**src/hw/rtl/sst_pkg.sv**
```systemverilog
// shared types and constants for the sorted set table
`default_nettype none

package sst_pkg;

    // request kinds carried in the slave-side tuser
    localparam logic [1:0] ACT_QUERY  = 2'd0;
    localparam logic [1:0] ACT_INSERT = 2'd1;
    localparam logic [1:0] ACT_REMOVE = 2'd2;

    localparam int ElemWidth = 32;
    localparam int CapWidth  = 7;
    localparam int PosWidth  = 6;

    typedef enum logic [2:0] {
        ST_IDLE,
        ST_SEARCH,
        ST_COMPARE,
        ST_DECIDE,
        ST_SHIFT,
        ST_PLACE,
        ST_FINISH
    } state_t;

    typedef struct packed {
        logic load;
        logic probe;
        logic compare;
        logic decide;
        logic shift;
        logic place;
        logic finish;
    } ctrl_cmd_t;

    typedef struct packed {
        logic search_active;
        logic ins_do;
        logic rem_do;
        logic ins_shift;
        logic rem_shift;
        logic shift_busy;
        logic insert_pending;
        logic out_free;
    } dp_status_t;

endpackage

`default_nettype wire

```
**src/hw/rtl/sst_ram.sv**
```systemverilog
// generic single write, single read port ram with registered read data
`default_nettype none

module sst_ram #(
    parameter int WIDTH = 32,
    parameter int DEPTH = 64
) (
    input  wire logic                     clk,
    input  wire logic                     we,
    input  wire logic [$clog2(DEPTH)-1:0] waddr,
    input  wire logic [WIDTH-1:0]         wdata,
    input  wire logic                     re,
    input  wire logic [$clog2(DEPTH)-1:0] raddr,
    output logic      [WIDTH-1:0]         rdata
);

    logic [WIDTH-1:0] mem [DEPTH];

    always_ff @(posedge clk)
    begin
        if (we)
        begin
            mem[waddr] <= wdata;
        end
        if (re)
        begin
            rdata <= mem[raddr];
        end
    end

endmodule

`default_nettype wire

```
**src/hw/rtl/sst_ctrl.sv**
```systemverilog
// controller state machine: search, shift and result sequencing
`default_nettype none

module sst_ctrl import sst_pkg::*; (
    input  wire logic       clk,
    input  wire logic       rst_n,
    input  wire logic       in_valid,
    output logic            in_ready,
    input  wire dp_status_t status,
    output ctrl_cmd_t       cmd
);

    state_t state_reg;
    state_t state_next;

    always_ff @(posedge clk or negedge rst_n)
    begin
        if (!rst_n)
        begin
            state_reg <= ST_IDLE;
        end
        else
        begin
            state_reg <= state_next;
        end
    end

    always_comb
    begin
        cmd        = '0;
        in_ready   = 1'b0;
        state_next = state_reg;
        unique case (state_reg)
            ST_IDLE:
            begin
                in_ready = 1'b1;
                if (in_valid)
                begin
                    cmd.load   = 1'b1;
                    state_next = ST_SEARCH;
                end
            end
            ST_SEARCH:
            begin
                if (status.search_active)
                begin
                    cmd.probe  = 1'b1;
                    state_next = ST_COMPARE;
                end
                else
                begin
                    state_next = ST_DECIDE;
                end
            end
            ST_COMPARE:
            begin
                cmd.compare = 1'b1;
                state_next  = ST_SEARCH;
            end
            ST_DECIDE:
            begin
                cmd.decide = 1'b1;
                priority if (status.ins_do)
                begin
                    state_next = status.ins_shift ? ST_SHIFT : ST_PLACE;
                end
                else if (status.rem_do)
                begin
                    state_next = status.rem_shift ? ST_SHIFT : ST_FINISH;
                end
                else
                begin
                    state_next = ST_FINISH;
                end
            end
            ST_SHIFT:
            begin
                cmd.shift = 1'b1;
                if (!status.shift_busy)
                begin
                    state_next = status.insert_pending ? ST_PLACE : ST_FINISH;
                end
            end
            ST_PLACE:
            begin
                cmd.place  = 1'b1;
                state_next = ST_FINISH;
            end
            ST_FINISH:
            begin
                if (status.out_free)
                begin
                    cmd.finish = 1'b1;
                    state_next = ST_IDLE;
                end
            end
            default:
            begin
                state_next = ST_IDLE;
            end
        endcase
    end

    // a probe is only ever issued from the search state
    assert property (@(posedge clk) disable iff (!rst_n)
        cmd.probe |=> (state_reg == ST_COMPARE))
        else $error("probe not followed by compare");

endmodule

`default_nettype wire

```
**src/hw/rtl/sst_datapath.sv**
```systemverilog
// datapath: search bounds, entry memory, shift engine, count and result register
`default_nettype none

module sst_datapath import sst_pkg::*; #(
    parameter int DEPTH = 64
) (
    input  wire logic                 clk,
    input  wire logic                 rst_n,
    input  wire ctrl_cmd_t            cmd,
    output dp_status_t                status,
    input  wire logic [ElemWidth-1:0] in_element,
    input  wire logic [1:0]           in_action,
    input  wire logic                 cfg_we,
    input  wire logic [CapWidth-1:0]  cfg_wdata,
    input  wire logic                 out_ready,
    output logic                      out_valid,
    output logic                      out_success,
    output logic                      out_present,
    output logic [PosWidth-1:0]       out_position,
    output logic [CapWidth-1:0]       out_count
);

    localparam int AW = $clog2(DEPTH);
    localparam int CW = $clog2(DEPTH + 1);
    localparam int LW = (CW > CapWidth) ? CW : CapWidth;

    // control state
    logic [CW-1:0]       count_reg, count_next;
    logic [CapWidth-1:0] capacity_reg, capacity_next;
    logic                found_reg, found_next;
    logic                ins_do_reg, ins_do_next;
    logic                rem_do_reg, rem_do_next;
    logic                rd_active_reg, rd_active_next;
    logic                pend_reg, pend_next;
    logic                out_valid_reg, out_valid_next;

    // payload
    logic [1:0]                action_reg, action_next;
    logic signed [ElemWidth-1:0] key_reg, key_next;
    logic [CW-1:0]             lo_reg, lo_next;
    logic [CW-1:0]             hi_reg, hi_next;
    logic [CW-1:0]             where_reg, where_next;
    logic                      success_reg, success_next;
    logic                      present_reg, present_next;
    logic                      posv_reg, posv_next;
    logic [AW-1:0]             rd_ptr_reg, rd_ptr_next;
    logic [AW-1:0]             rd_end_reg, rd_end_next;
    logic [AW-1:0]             wr_addr_reg, wr_addr_next;
    logic                      out_success_reg, out_success_next;
    logic                      out_present_reg, out_present_next;
    logic [PosWidth-1:0]       out_pos_reg, out_pos_next;
    logic [CapWidth-1:0]       out_count_reg, out_count_next;

    logic [CW:0]           mid_sum;
    logic [AW-1:0]         mid;
    logic [CW-1:0]         eff_where;
    logic                  full;
    logic                  ram_we;
    logic [AW-1:0]         ram_waddr;
    logic [ElemWidth-1:0]  ram_wdata;
    logic                  ram_re;
    logic [AW-1:0]         ram_raddr;
    logic [ElemWidth-1:0]  ram_rdata;
    logic signed [ElemWidth-1:0] probe_val;

    sst_ram #(
        .WIDTH (ElemWidth),
        .DEPTH (DEPTH)
    ) u_entries (
        .clk   (clk),
        .we    (ram_we),
        .waddr (ram_waddr),
        .wdata (ram_wdata),
        .re    (ram_re),
        .raddr (ram_raddr),
        .rdata (ram_rdata)
    );

    assign mid_sum   = {1'b0, lo_reg} + {1'b0, hi_reg};
    assign mid       = AW'(mid_sum >> 1);
    assign eff_where = found_reg ? where_reg : lo_reg;
    assign probe_val = $signed(ram_rdata);
    // limit is min(capacity, depth)
    assign full      = (LW'(count_reg) >= LW'(capacity_reg)) || (count_reg == CW'(DEPTH));

    always_comb
    begin
        status.search_active  = (action_reg != 2'd3) && !found_reg && (lo_reg < hi_reg);
        status.ins_do         = (action_reg == ACT_INSERT) && !full && !found_reg;
        status.rem_do         = (action_reg == ACT_REMOVE) && found_reg;
        status.ins_shift      = eff_where != count_reg;
        status.rem_shift      = (where_reg + CW'(1)) < count_reg;
        status.shift_busy     = rd_active_reg || pend_reg;
        status.insert_pending = ins_do_reg;
        status.out_free       = !out_valid_reg || out_ready;
    end

    // memory port steering
    always_comb
    begin
        ram_re    = cmd.probe || (cmd.shift && rd_active_reg);
        ram_raddr = cmd.probe ? mid : rd_ptr_reg;
        ram_we    = (cmd.shift && pend_reg) || cmd.place;
        ram_waddr = cmd.place ? AW'(where_reg) : wr_addr_reg;
        ram_wdata = cmd.place ? key_reg : ram_rdata;
    end

    always_comb
    begin
        count_next       = count_reg;
        capacity_next    = cfg_we ? cfg_wdata : capacity_reg;
        found_next       = found_reg;
        ins_do_next      = ins_do_reg;
        rem_do_next      = rem_do_reg;
        rd_active_next   = rd_active_reg;
        pend_next        = pend_reg;
        out_valid_next   = out_valid_reg && !out_ready;
        action_next      = action_reg;
        key_next         = key_reg;
        lo_next          = lo_reg;
        hi_next          = hi_reg;
        where_next       = where_reg;
        success_next     = success_reg;
        present_next     = present_reg;
        posv_next        = posv_reg;
        rd_ptr_next      = rd_ptr_reg;
        rd_end_next      = rd_end_reg;
        wr_addr_next     = wr_addr_reg;
        out_success_next = out_success_reg;
        out_present_next = out_present_reg;
        out_pos_next     = out_pos_reg;
        out_count_next   = out_count_reg;

        if (cmd.load)
        begin
            action_next = in_action;
            key_next    = $signed(in_element);
            lo_next     = '0;
            hi_next     = count_reg;
            found_next  = 1'b0;
        end

        if (cmd.compare)
        begin
            priority if (probe_val == key_reg)
            begin
                found_next = 1'b1;
                where_next = CW'(mid);
            end
            else if (key_reg > probe_val)
            begin
                lo_next = CW'(mid) + CW'(1);
            end
            else
            begin
                hi_next = CW'(mid);
            end
        end

        if (cmd.decide)
        begin
            where_next  = eff_where;
            ins_do_next = status.ins_do;
            rem_do_next = status.rem_do;
            unique case (action_reg)
                ACT_QUERY:
                begin
                    success_next = found_reg;
                    present_next = found_reg;
                    posv_next    = found_reg;
                end
                ACT_INSERT:
                begin
                    success_next = !full;
                    present_next = found_reg;
                    posv_next    = found_reg || !full;
                end
                ACT_REMOVE:
                begin
                    success_next = found_reg;
                    present_next = found_reg;
                    posv_next    = found_reg;
                end
                default:
                begin
                    success_next = 1'b0;
                    present_next = 1'b0;
                    posv_next    = 1'b0;
                end
            endcase
            // insert walks down from the top, remove walks up from the hole
            rd_active_next = 1'b0;
            if (status.ins_do)
            begin
                rd_ptr_next    = AW'(count_reg - CW'(1));
                rd_end_next    = AW'(eff_where);
                rd_active_next = status.ins_shift;
            end
            else if (status.rem_do)
            begin
                rd_ptr_next    = AW'(where_reg + CW'(1));
                rd_end_next    = AW'(count_reg - CW'(1));
                rd_active_next = status.rem_shift;
            end
        end

        if (cmd.shift)
        begin
            pend_next = rd_active_reg;
            if (rd_active_reg)
            begin
                wr_addr_next = ins_do_reg ? rd_ptr_reg + AW'(1) : rd_ptr_reg - AW'(1);
                if (rd_ptr_reg == rd_end_reg)
                begin
                    rd_active_next = 1'b0;
                end
                else
                begin
                    rd_ptr_next = ins_do_reg ? rd_ptr_reg - AW'(1) : rd_ptr_reg + AW'(1);
                end
            end
        end

        if (cmd.finish)
        begin
            priority if (ins_do_reg)
            begin
                count_next = count_reg + CW'(1);
            end
            else if (rem_do_reg)
            begin
                count_next = count_reg - CW'(1);
            end
            else
            begin
                count_next = count_reg;
            end
            out_valid_next   = 1'b1;
            out_success_next = success_reg;
            out_present_next = present_reg;
            out_pos_next     = posv_reg ? PosWidth'(where_reg) : '0;
            out_count_next   = CapWidth'(count_next);
        end
    end

    always_ff @(posedge clk or negedge rst_n)
    begin
        if (!rst_n)
        begin
            count_reg     <= '0;
            capacity_reg  <= CapWidth'(64);
            found_reg     <= 1'b0;
            ins_do_reg    <= 1'b0;
            rem_do_reg    <= 1'b0;
            rd_active_reg <= 1'b0;
            pend_reg      <= 1'b0;
            out_valid_reg <= 1'b0;
        end
        else
        begin
            count_reg     <= count_next;
            capacity_reg  <= capacity_next;
            found_reg     <= found_next;
            ins_do_reg    <= ins_do_next;
            rem_do_reg    <= rem_do_next;
            rd_active_reg <= rd_active_next;
            pend_reg      <= pend_next;
            out_valid_reg <= out_valid_next;
        end
    end

    always_ff @(posedge clk)
    begin
        action_reg      <= action_next;
        key_reg         <= key_next;
        lo_reg          <= lo_next;
        hi_reg          <= hi_next;
        where_reg       <= where_next;
        success_reg     <= success_next;
        present_reg     <= present_next;
        posv_reg        <= posv_next;
        rd_ptr_reg      <= rd_ptr_next;
        rd_end_reg      <= rd_end_next;
        wr_addr_reg     <= wr_addr_next;
        out_success_reg <= out_success_next;
        out_present_reg <= out_present_next;
        out_pos_reg     <= out_pos_next;
        out_count_reg   <= out_count_next;
    end

    assign out_valid    = out_valid_reg;
    assign out_success  = out_success_reg;
    assign out_present  = out_present_reg;
    assign out_position = out_pos_reg;
    assign out_count    = out_count_reg;

    assert property (@(posedge clk) disable iff (!rst_n)
        count_reg <= CW'(DEPTH))
        else $error("count above depth");

    assert property (@(posedge clk) disable iff (!rst_n)
        !(ram_we && ram_re && (ram_waddr == ram_raddr)))
        else $error("read and write to one entry in the same cycle");

    assert property (@(posedge clk) disable iff (!rst_n)
        cmd.probe |-> (lo_reg < hi_reg))
        else $error("probe with empty search window");

    assert property (@(posedge clk) disable iff (!rst_n)
        cmd.finish |=> ((count_reg == $past(count_reg))
                     || (count_reg == $past(count_reg) + CW'(1))
                     || (count_reg == $past(count_reg) - CW'(1))))
        else $error("count moved by more than one");

endmodule

`default_nettype wire

```
**src/hw/rtl/sorted_set_table.sv**
```systemverilog
// sorted set table: ascending array of distinct signed values with query, insert and remove
// a transaction steps through load, a binary search of probe and compare, decide, a shift of the
//   entries that move, placing the key on insert, then the result, which may wait on m_axis_tready
// one transaction at a time
// the shift moves one entry per cycle through the single write port of the entry memory
// reset clears the count and output valid and sets capacity to 64; entries are not cleared
`default_nettype none

module sorted_set_table import sst_pkg::*; #(
    parameter int DEPTH = 64
) (
    input  wire logic        clk,
    input  wire logic        rst_n,
    input  wire logic        s_axis_tvalid,
    output logic             s_axis_tready,
    input  wire logic [31:0] s_axis_tdata,   // element
    input  wire logic [1:0]  s_axis_tuser,   // action
    output logic             m_axis_tvalid,
    input  wire logic        m_axis_tready,
    output logic [15:0]      m_axis_tdata,   // success, was_present, position, count_after
    input  wire logic        cfg_we,
    input  wire logic [6:0]  cfg_wdata       // capacity
);

    ctrl_cmd_t           cmd;
    dp_status_t          status;
    logic                out_success;
    logic                out_present;
    logic [PosWidth-1:0] out_position;
    logic [CapWidth-1:0] out_count;

    sst_ctrl u_ctrl (
        .clk      (clk),
        .rst_n    (rst_n),
        .in_valid (s_axis_tvalid),
        .in_ready (s_axis_tready),
        .status   (status),
        .cmd      (cmd)
    );

    sst_datapath #(
        .DEPTH (DEPTH)
    ) u_datapath (
        .clk          (clk),
        .rst_n        (rst_n),
        .cmd          (cmd),
        .status       (status),
        .in_element   (s_axis_tdata),
        .in_action    (s_axis_tuser),
        .cfg_we       (cfg_we),
        .cfg_wdata    (cfg_wdata),
        .out_ready    (m_axis_tready),
        .out_valid    (m_axis_tvalid),
        .out_success  (out_success),
        .out_present  (out_present),
        .out_position (out_position),
        .out_count    (out_count)
    );

    assign m_axis_tdata = {1'b0, out_count, out_position, out_present, out_success};

endmodule

`default_nettype wire

```
**config.mk**
```make
export PLATFORM = sky130hd
export DESIGN_NAME = sorted_set_table
export DESIGN_NICKNAME = d
export VERILOG_FILES = /design/src/hw/rtl/sst_pkg.sv /design/src/hw/rtl/sst_ram.sv /design/src/hw/rtl/sst_ctrl.sv /design/src/hw/rtl/sst_datapath.sv /design/src/hw/rtl/sorted_set_table.sv
export SDC_FILE = /design/constraint.sdc
export NUM_CORES = 2
export LEC_CHECK = 0
export ABC_AREA = 1
export BUFFER_PORTS_ARGS = -buffer_cell sky130_fd_sc_hd__buf_2
export CAP_MARGIN = 20
export CORE_MARGIN = 1
export CORE_UTILIZATION = 50
export DETAILED_ROUTE_END_ITERATION = 8
export GPL_TIMING_DRIVEN = 0
export PLACE_DENSITY_LB_ADDON = 0.25
export SLEW_MARGIN = 20
export SYNTH_ARGS = -nofsm -noshare
export SYNTH_HDL_FRONTEND = slang
export SYNTH_SLANG_ARGS = --single-unit
```
**constraint.sdc**
```tcl
create_clock -name clk -period 6.1 [get_ports clk]
set_clock_uncertainty 0.05 [all_clocks]
set_input_delay 1.22 -clock clk [delete_from_list [all_inputs] [get_ports clk]]
set_output_delay 1.22 -clock clk [all_outputs]
set_load 0.02 [all_outputs]
```
== Word-level counts from Yosys, hierarchy flattened ==
Memory sizes are Yosys's and may differ from the RTL's. A register that Yosys moved wholly into a read port is not among the register bits.
Cells that the tools add are included.
Word-level totals
  bits of input ports: 46
  output and inout port bits: 18
  word-level logic and storage cells: 143
  memories: 1
  bits in writable memories: 2048
  register bits after elaboration: 114
  bits in latches: 0
  ROM bits: 0
Memory list
  u_datapath.u_entries.mem: depth 64, width 32, read ports 1, clocked after memory_dff 1, wr ports 1, RTL line sst_ram.sv:17  | logic [WIDTH-1:0] mem [DEPTH];
Cells by class
  bitwise gates (word level): 0
  shifts and indexed selects: 0
  add/subtract/negate cells: 7
  $lt $le $gt $ge: 4
  div/mod/pow operators: 0
  multiply operators: 0
  mux-type cells: 62
  reduce and logical (&&, ||, !) cells: 29
  eq/ne operators: 16
Operators by type and width (number)
  $mux 7: 14
  $mux 6: 12
  $eq 32x32->1: 1
  $gt 32x32->1: 1
  $mux 32: 1
  $mux 1: 25
  $pmux 3 s7: 1
  $mux 3: 5
  $add 7x1->7 const B: 2
  $lt 7x7->1: 2
  $eq 3x3->1 const B: 3
  $logic_and 1x1->1: 8
  $ne 2x2->1 const B: 4
  $add 6x1->7 const B: 1
  $add 7x7->7: 1
  $eq 7x7->1 const B: 1
  $ge 7x7->1: 1
  $ne 7x7->1: 1
  $sub 7x1->7 const B: 1
  $add 6x1->6 const B: 1
  $eq 3x2->1 const B: 2
  $eq 6x6->1: 1
  $logic_or 1x1->1: 6
  $reduce_and 2->1: 3
  other kinds (13): 20

== Longest topological paths before layout ==
  word-level depth: 10
  depth in mapped cells: 20

== Hierarchy ==
Synthesis repeated with hierarchy kept, for this count alone.
Second synthesis, totals
  cells, all modules: 7743
  area, all modules: 90616.9 um2
By module, submodules not included
  sst_ram: area each 83058.4 um2, cells an instance 6769, instances 1, sequential area each 62459.9 um2
  sst_datapath: area each 7228.2 um2, cells an instance 920, instances 1, sequential area each 3034.2 um2
  sst_ctrl: area each 304.0 um2, cells an instance 50, instances 1, sequential area each 75.1 um2
  sorted_set_table: area each 26.3 um2, cells an instance 4, instances 1, sequential area each 0.0 um2

== Worst setup path before layout ==
Ideal clock, no wire load.
  path kind: reg-to-reg
  from: reg u_ctrl.state_reg[1]
  to: mem u_datapath.u_entries.mem[0][31] (data pin)
  slack: 1.811 ns
  setup time: 0.702 ns
  period minus slack after synthesis: 4.289 ns
  stages on the path, launching flop included: 7
  arrival time: 3.537 ns
  cells stage by stage: dfrtp_1 -> inv_2 -> nand2_1 -> nor2_1 -> buf_2 -> buf_1 -> o21ai_0
On the way
  word-level cells in the longest chain between the ends: 3
Ends and longest elaborated chain
  from (decl): RTL line sst_ctrl.sv:13  | state_t state_reg;
  from (signal assigned): RTL line sst_ctrl.sv:24  | state_reg <= state_next;
  $eq 3x3->1: RTL line sst_ctrl.sv:33  | unique case (state_reg)
  $mux 1: RTL line sst_ctrl.sv:33
  $mux 32: RTL line sst_datapath.sv:105  | ram_wdata = cmd.place ? key_reg : ram_rdata;
  via u_datapath.ram_wdata[31]: RTL line sst_datapath.sv:60  | logic [ElemWidth-1:0] ram_wdata;
  to (decl): RTL line sst_ram.sv:17
The timed path passes the listed nets, and every way through them passes these cells.

== Worst setup path after layout ==
  from: reg u_datapath.hi_reg[5]
  to: reg u_datapath.u_entries.rdata[13], read port of u_datapath.u_entries.mem (data pin)
On the way
  word-level cells in the longest chain between the ends: 5
  elaborated cells on any way between the ends: 7
  those cells by class: 1 x add/sub; 1 x order compare; 3 x mux; 2 x reduce/logical
Ends and longest elaborated chain
  from (decl): RTL line sst_datapath.sv:41  | logic [CW-1:0] hi_reg, hi_next;
  from (signal assigned): RTL line sst_datapath.sv:277  | hi_reg <= hi_next;
  $lt 7x7->1: RTL line sst_datapath.sv:88  | status.search_active = (action_reg != 2'd3) && !found_reg && (lo_reg < hi_reg);
  $logic_and 1x1->1: RTL line sst_datapath.sv:88
  $mux 1: RTL line sst_ctrl.sv:45  | if (status.search_active)
  $mux 1: RTL line sst_ctrl.sv:33
  $mux 6 or $logic_or 1x1->1 (tied branches): RTL line sst_datapath.sv:102, sst_datapath.sv:101
  to (decl): RTL line sst_ram.sv:14  | output logic [WIDTH-1:0] rdata
Parallel ways exist; a longest one is shown, timed or not.
A chain may end at the register's enable or synchronous reset.

==> qor.yml <==
floorplan:
  die-area_um2: 196000
  die_h_um: 442
  core-area_um2: 193000
  die_w_um: 442
  num_io_pins: 64
  core.rowCount: 161
  start_util: 0.503
drt:
  wire_per_inst_um: 28.5
  num_vias: 73200
  first_iter_violations: 11600
  drt_wl_total_mm: 361
  ant_nets: 0
  firstDrtPassIters: 8
  viasPerCell: 5.79
  route.detailed.drc: 0
global_route:
  antenna_found_initial: 20
  gr-usage-all-layers: 0.363
  grt_pass1_wl_mm: 496
  grt_pass1_vias: 67800
  grt_max_degree: 44
  overflow: 0
final_layout:
  final_common_cell: "nand2_1"
  area_growth_pct: 17.7
  final_cell_mix: "2625 x nand2_1, 2151 x edfxtp_1, 1871 x nand3_1"
  design_area_um2: 114000
  layout-drive-gt1-share: 0.112
  fillers: 15400
  fin_nets: 10000
  stdcell_count: 12700
  largest_reg_flops: 2048
worst_setup_path:
  cp.required_ps: 6690
  crit_path_frequent_cell: "nand3_1"
  slowest_delay_ps: 870
  crit_type: "reg2reg"
  critPathCaptureType: "flip-flop"
  crit_path_max_fanout: 13
  startpoint_type: "flip-flop"
  ff2ff_setup_slack_ps: 630
  crit_arrival_ps: 6060
  crit_slowest_cell: "buf_2"
  crit_chain: "inv_1, ha_1, nand2_1, nor2_1, nand2_2, nand2_1, nor2_4, o21ai_2, buf_2, buf_2, nand3_1, nand3_1, nand3_1, nand3_1, nand2_1"
power_and_ir_drop:
  ir_drop_v: 0.000423
  p_leak_uw: 0.0481
  p_per_area_nw_per_um2: 589
clocking:
  clock_latency_ps: 920
  cts_max_path_buffers: 3
  holdBufCountCts: 0
  root_buffer: "clkbuf_16"
  cts_resized: 0
  path_clk_slew_ps: 60
  post_cts_buffers: 0
  cts_sinks: 2194
  cts_buffers: 222
  ctsHtreeMaxLevel: 4
  cts_tree: "yes"
synth:
  syn_area_um2: 96900
  ys_seq_area_frac: 0.676
  yosysTopAreaCell: "edfxtp_1"
  synth_top_area_frac: 0.666
  ys_warn_count: 0
  yosysUniqueCellTypes: 52
  synth-seq-cells: 2194
  synth-edff-count: 2151
  syn_inst: 9424
  async_reset_ff_frac: 0.0105
  avgSynthCellArea_um2: 10.3
  synth_ff_type: "edfxtp_1"
  synth_fp_nets: 9533
  synthTopCellsByArea: "edfxtp_1 67%, nand2_1 10%, nand3_1 9.7%"
placement:
  postPlaceCellArea_um2: 107000
  dpl.cell_count: 12200
  place_ws_ps: 1050
  port_buffers: 62
  place_congestion: 1.01
  dp_hpwl_mm: 257
flow_run:
  max-cap-violations: 0
sta:
  slew-limit-headroom: 0.142
  setup_tns_ps: 0
  worstMarginPinSlew_ps: 1290
  fmax_mhz: 183
  drv_slew: 0
  rsz0062_at_grt: "no"
  timing_hold_violations_final: 0
  period_minus_slack_ps: 5470
  worst_slack_ps: 625
  setup-violations-final: 0
  period_share: 0.898
status:
  status: "complete, no violations"
worst_hold_path:
  worst_hold_path_type: "in2async"
## routing by layer
metal  global-route usage  part of all wire
met5                    0           0.00022
met1                0.466              0.35
met4                0.247             0.080
met2                0.538              0.43
met3                0.100              0.14
## worst max-delay path: cells and delay by family (launching register included)
family | cells | cell delay (ps)
buf+inv | 3 | 1510
flops | 1 | 330
compound gates | 1 | 810
simple gates | 10 | 2110
fa+ha+maj | 1 | 350
## cells in the mapped netlist (20+ instances only)
cell type and count:
o21ai_0 107, edfxtp_1 2151, a21oi_1 35, ha_1 62
dfxtp_1 20, nand3_1 1871, nor2_1 113, nand2_1 2626
buf_2 385, dfrtp_1 22, inv_1 1780, buf_1 21
xor2_1 29, clkbuf_1 52, nand3b_1 33
## final timing paths
kind,startpoint,to,cells after the start
max in group asynchronous,rst_n,u_datapath.capacity_reg[6],1
min in group clk,u_datapath.success_reg,u_datapath.out_success,0
worst min register to register,u_datapath.success_reg,u_datapath.out_success,0
worst max register to register,u_datapath.hi_reg[5],u_datapath.u_entries.rdata[13],15
worst max-delay path,u_datapath.hi_reg[5],u_datapath.u_entries.rdata[13],15
worst min-delay path,rst_n,u_datapath.capacity_reg[4],1
## stage by stage
step	hold slack, ps	total power, uW	util
2_1_floorplan	350	36500	-
3_3_place_gp	414	50500	0.521
3_5_place_dp	393	52000	0.555
4_1_cts	213	65500	0.592
5_1_grt	275	68600	0.592
6_report	222	67200	0.592
## cell families (layout without fill, tap and decap cells)
group,after synthesis,in the layout,share of synthesized area
compound gates,176,176,0.0101
xor+xnor,37,37,0.00350
fa+ha+maj,63,63,0.00821
buf+inv,2265,2952,0.0935
flops,2194,2194,0.676
mux,2,2,0.000219
other cells,1,17,0.0000387
simple gates,4686,4686,0.208
## where the power goes
part	internal (uW)	leakage (uW)	switching (uW)
combinational	8330	0.0248	25100
clock	7620	0.00350	6080
sequential	19700	0.0198	270
## area by class of cell
| type | instances | area, um^2 | area share |
|---|---|---|---|
| well taps | 2526 | 3160 | 0.0277 |
| clock buffers | 268 | 5740 | 0.0503 |
| flip-flops and latches | 2194 | 65600 | 0.575 |
| clock inverters | 136 | 1470 | 0.0129 |
| inverters | 1788 | 6710 | 0.0588 |
| plain buffers | 477 | 2360 | 0.0207 |
| multi-input cells | 4965 | 23200 | 0.203 |
| repair buffers | 283 | 5850 | 0.0513 |
| diodes | 16 | 40.0 | 0.000351 |
Power figures use the tool's default switching activity.
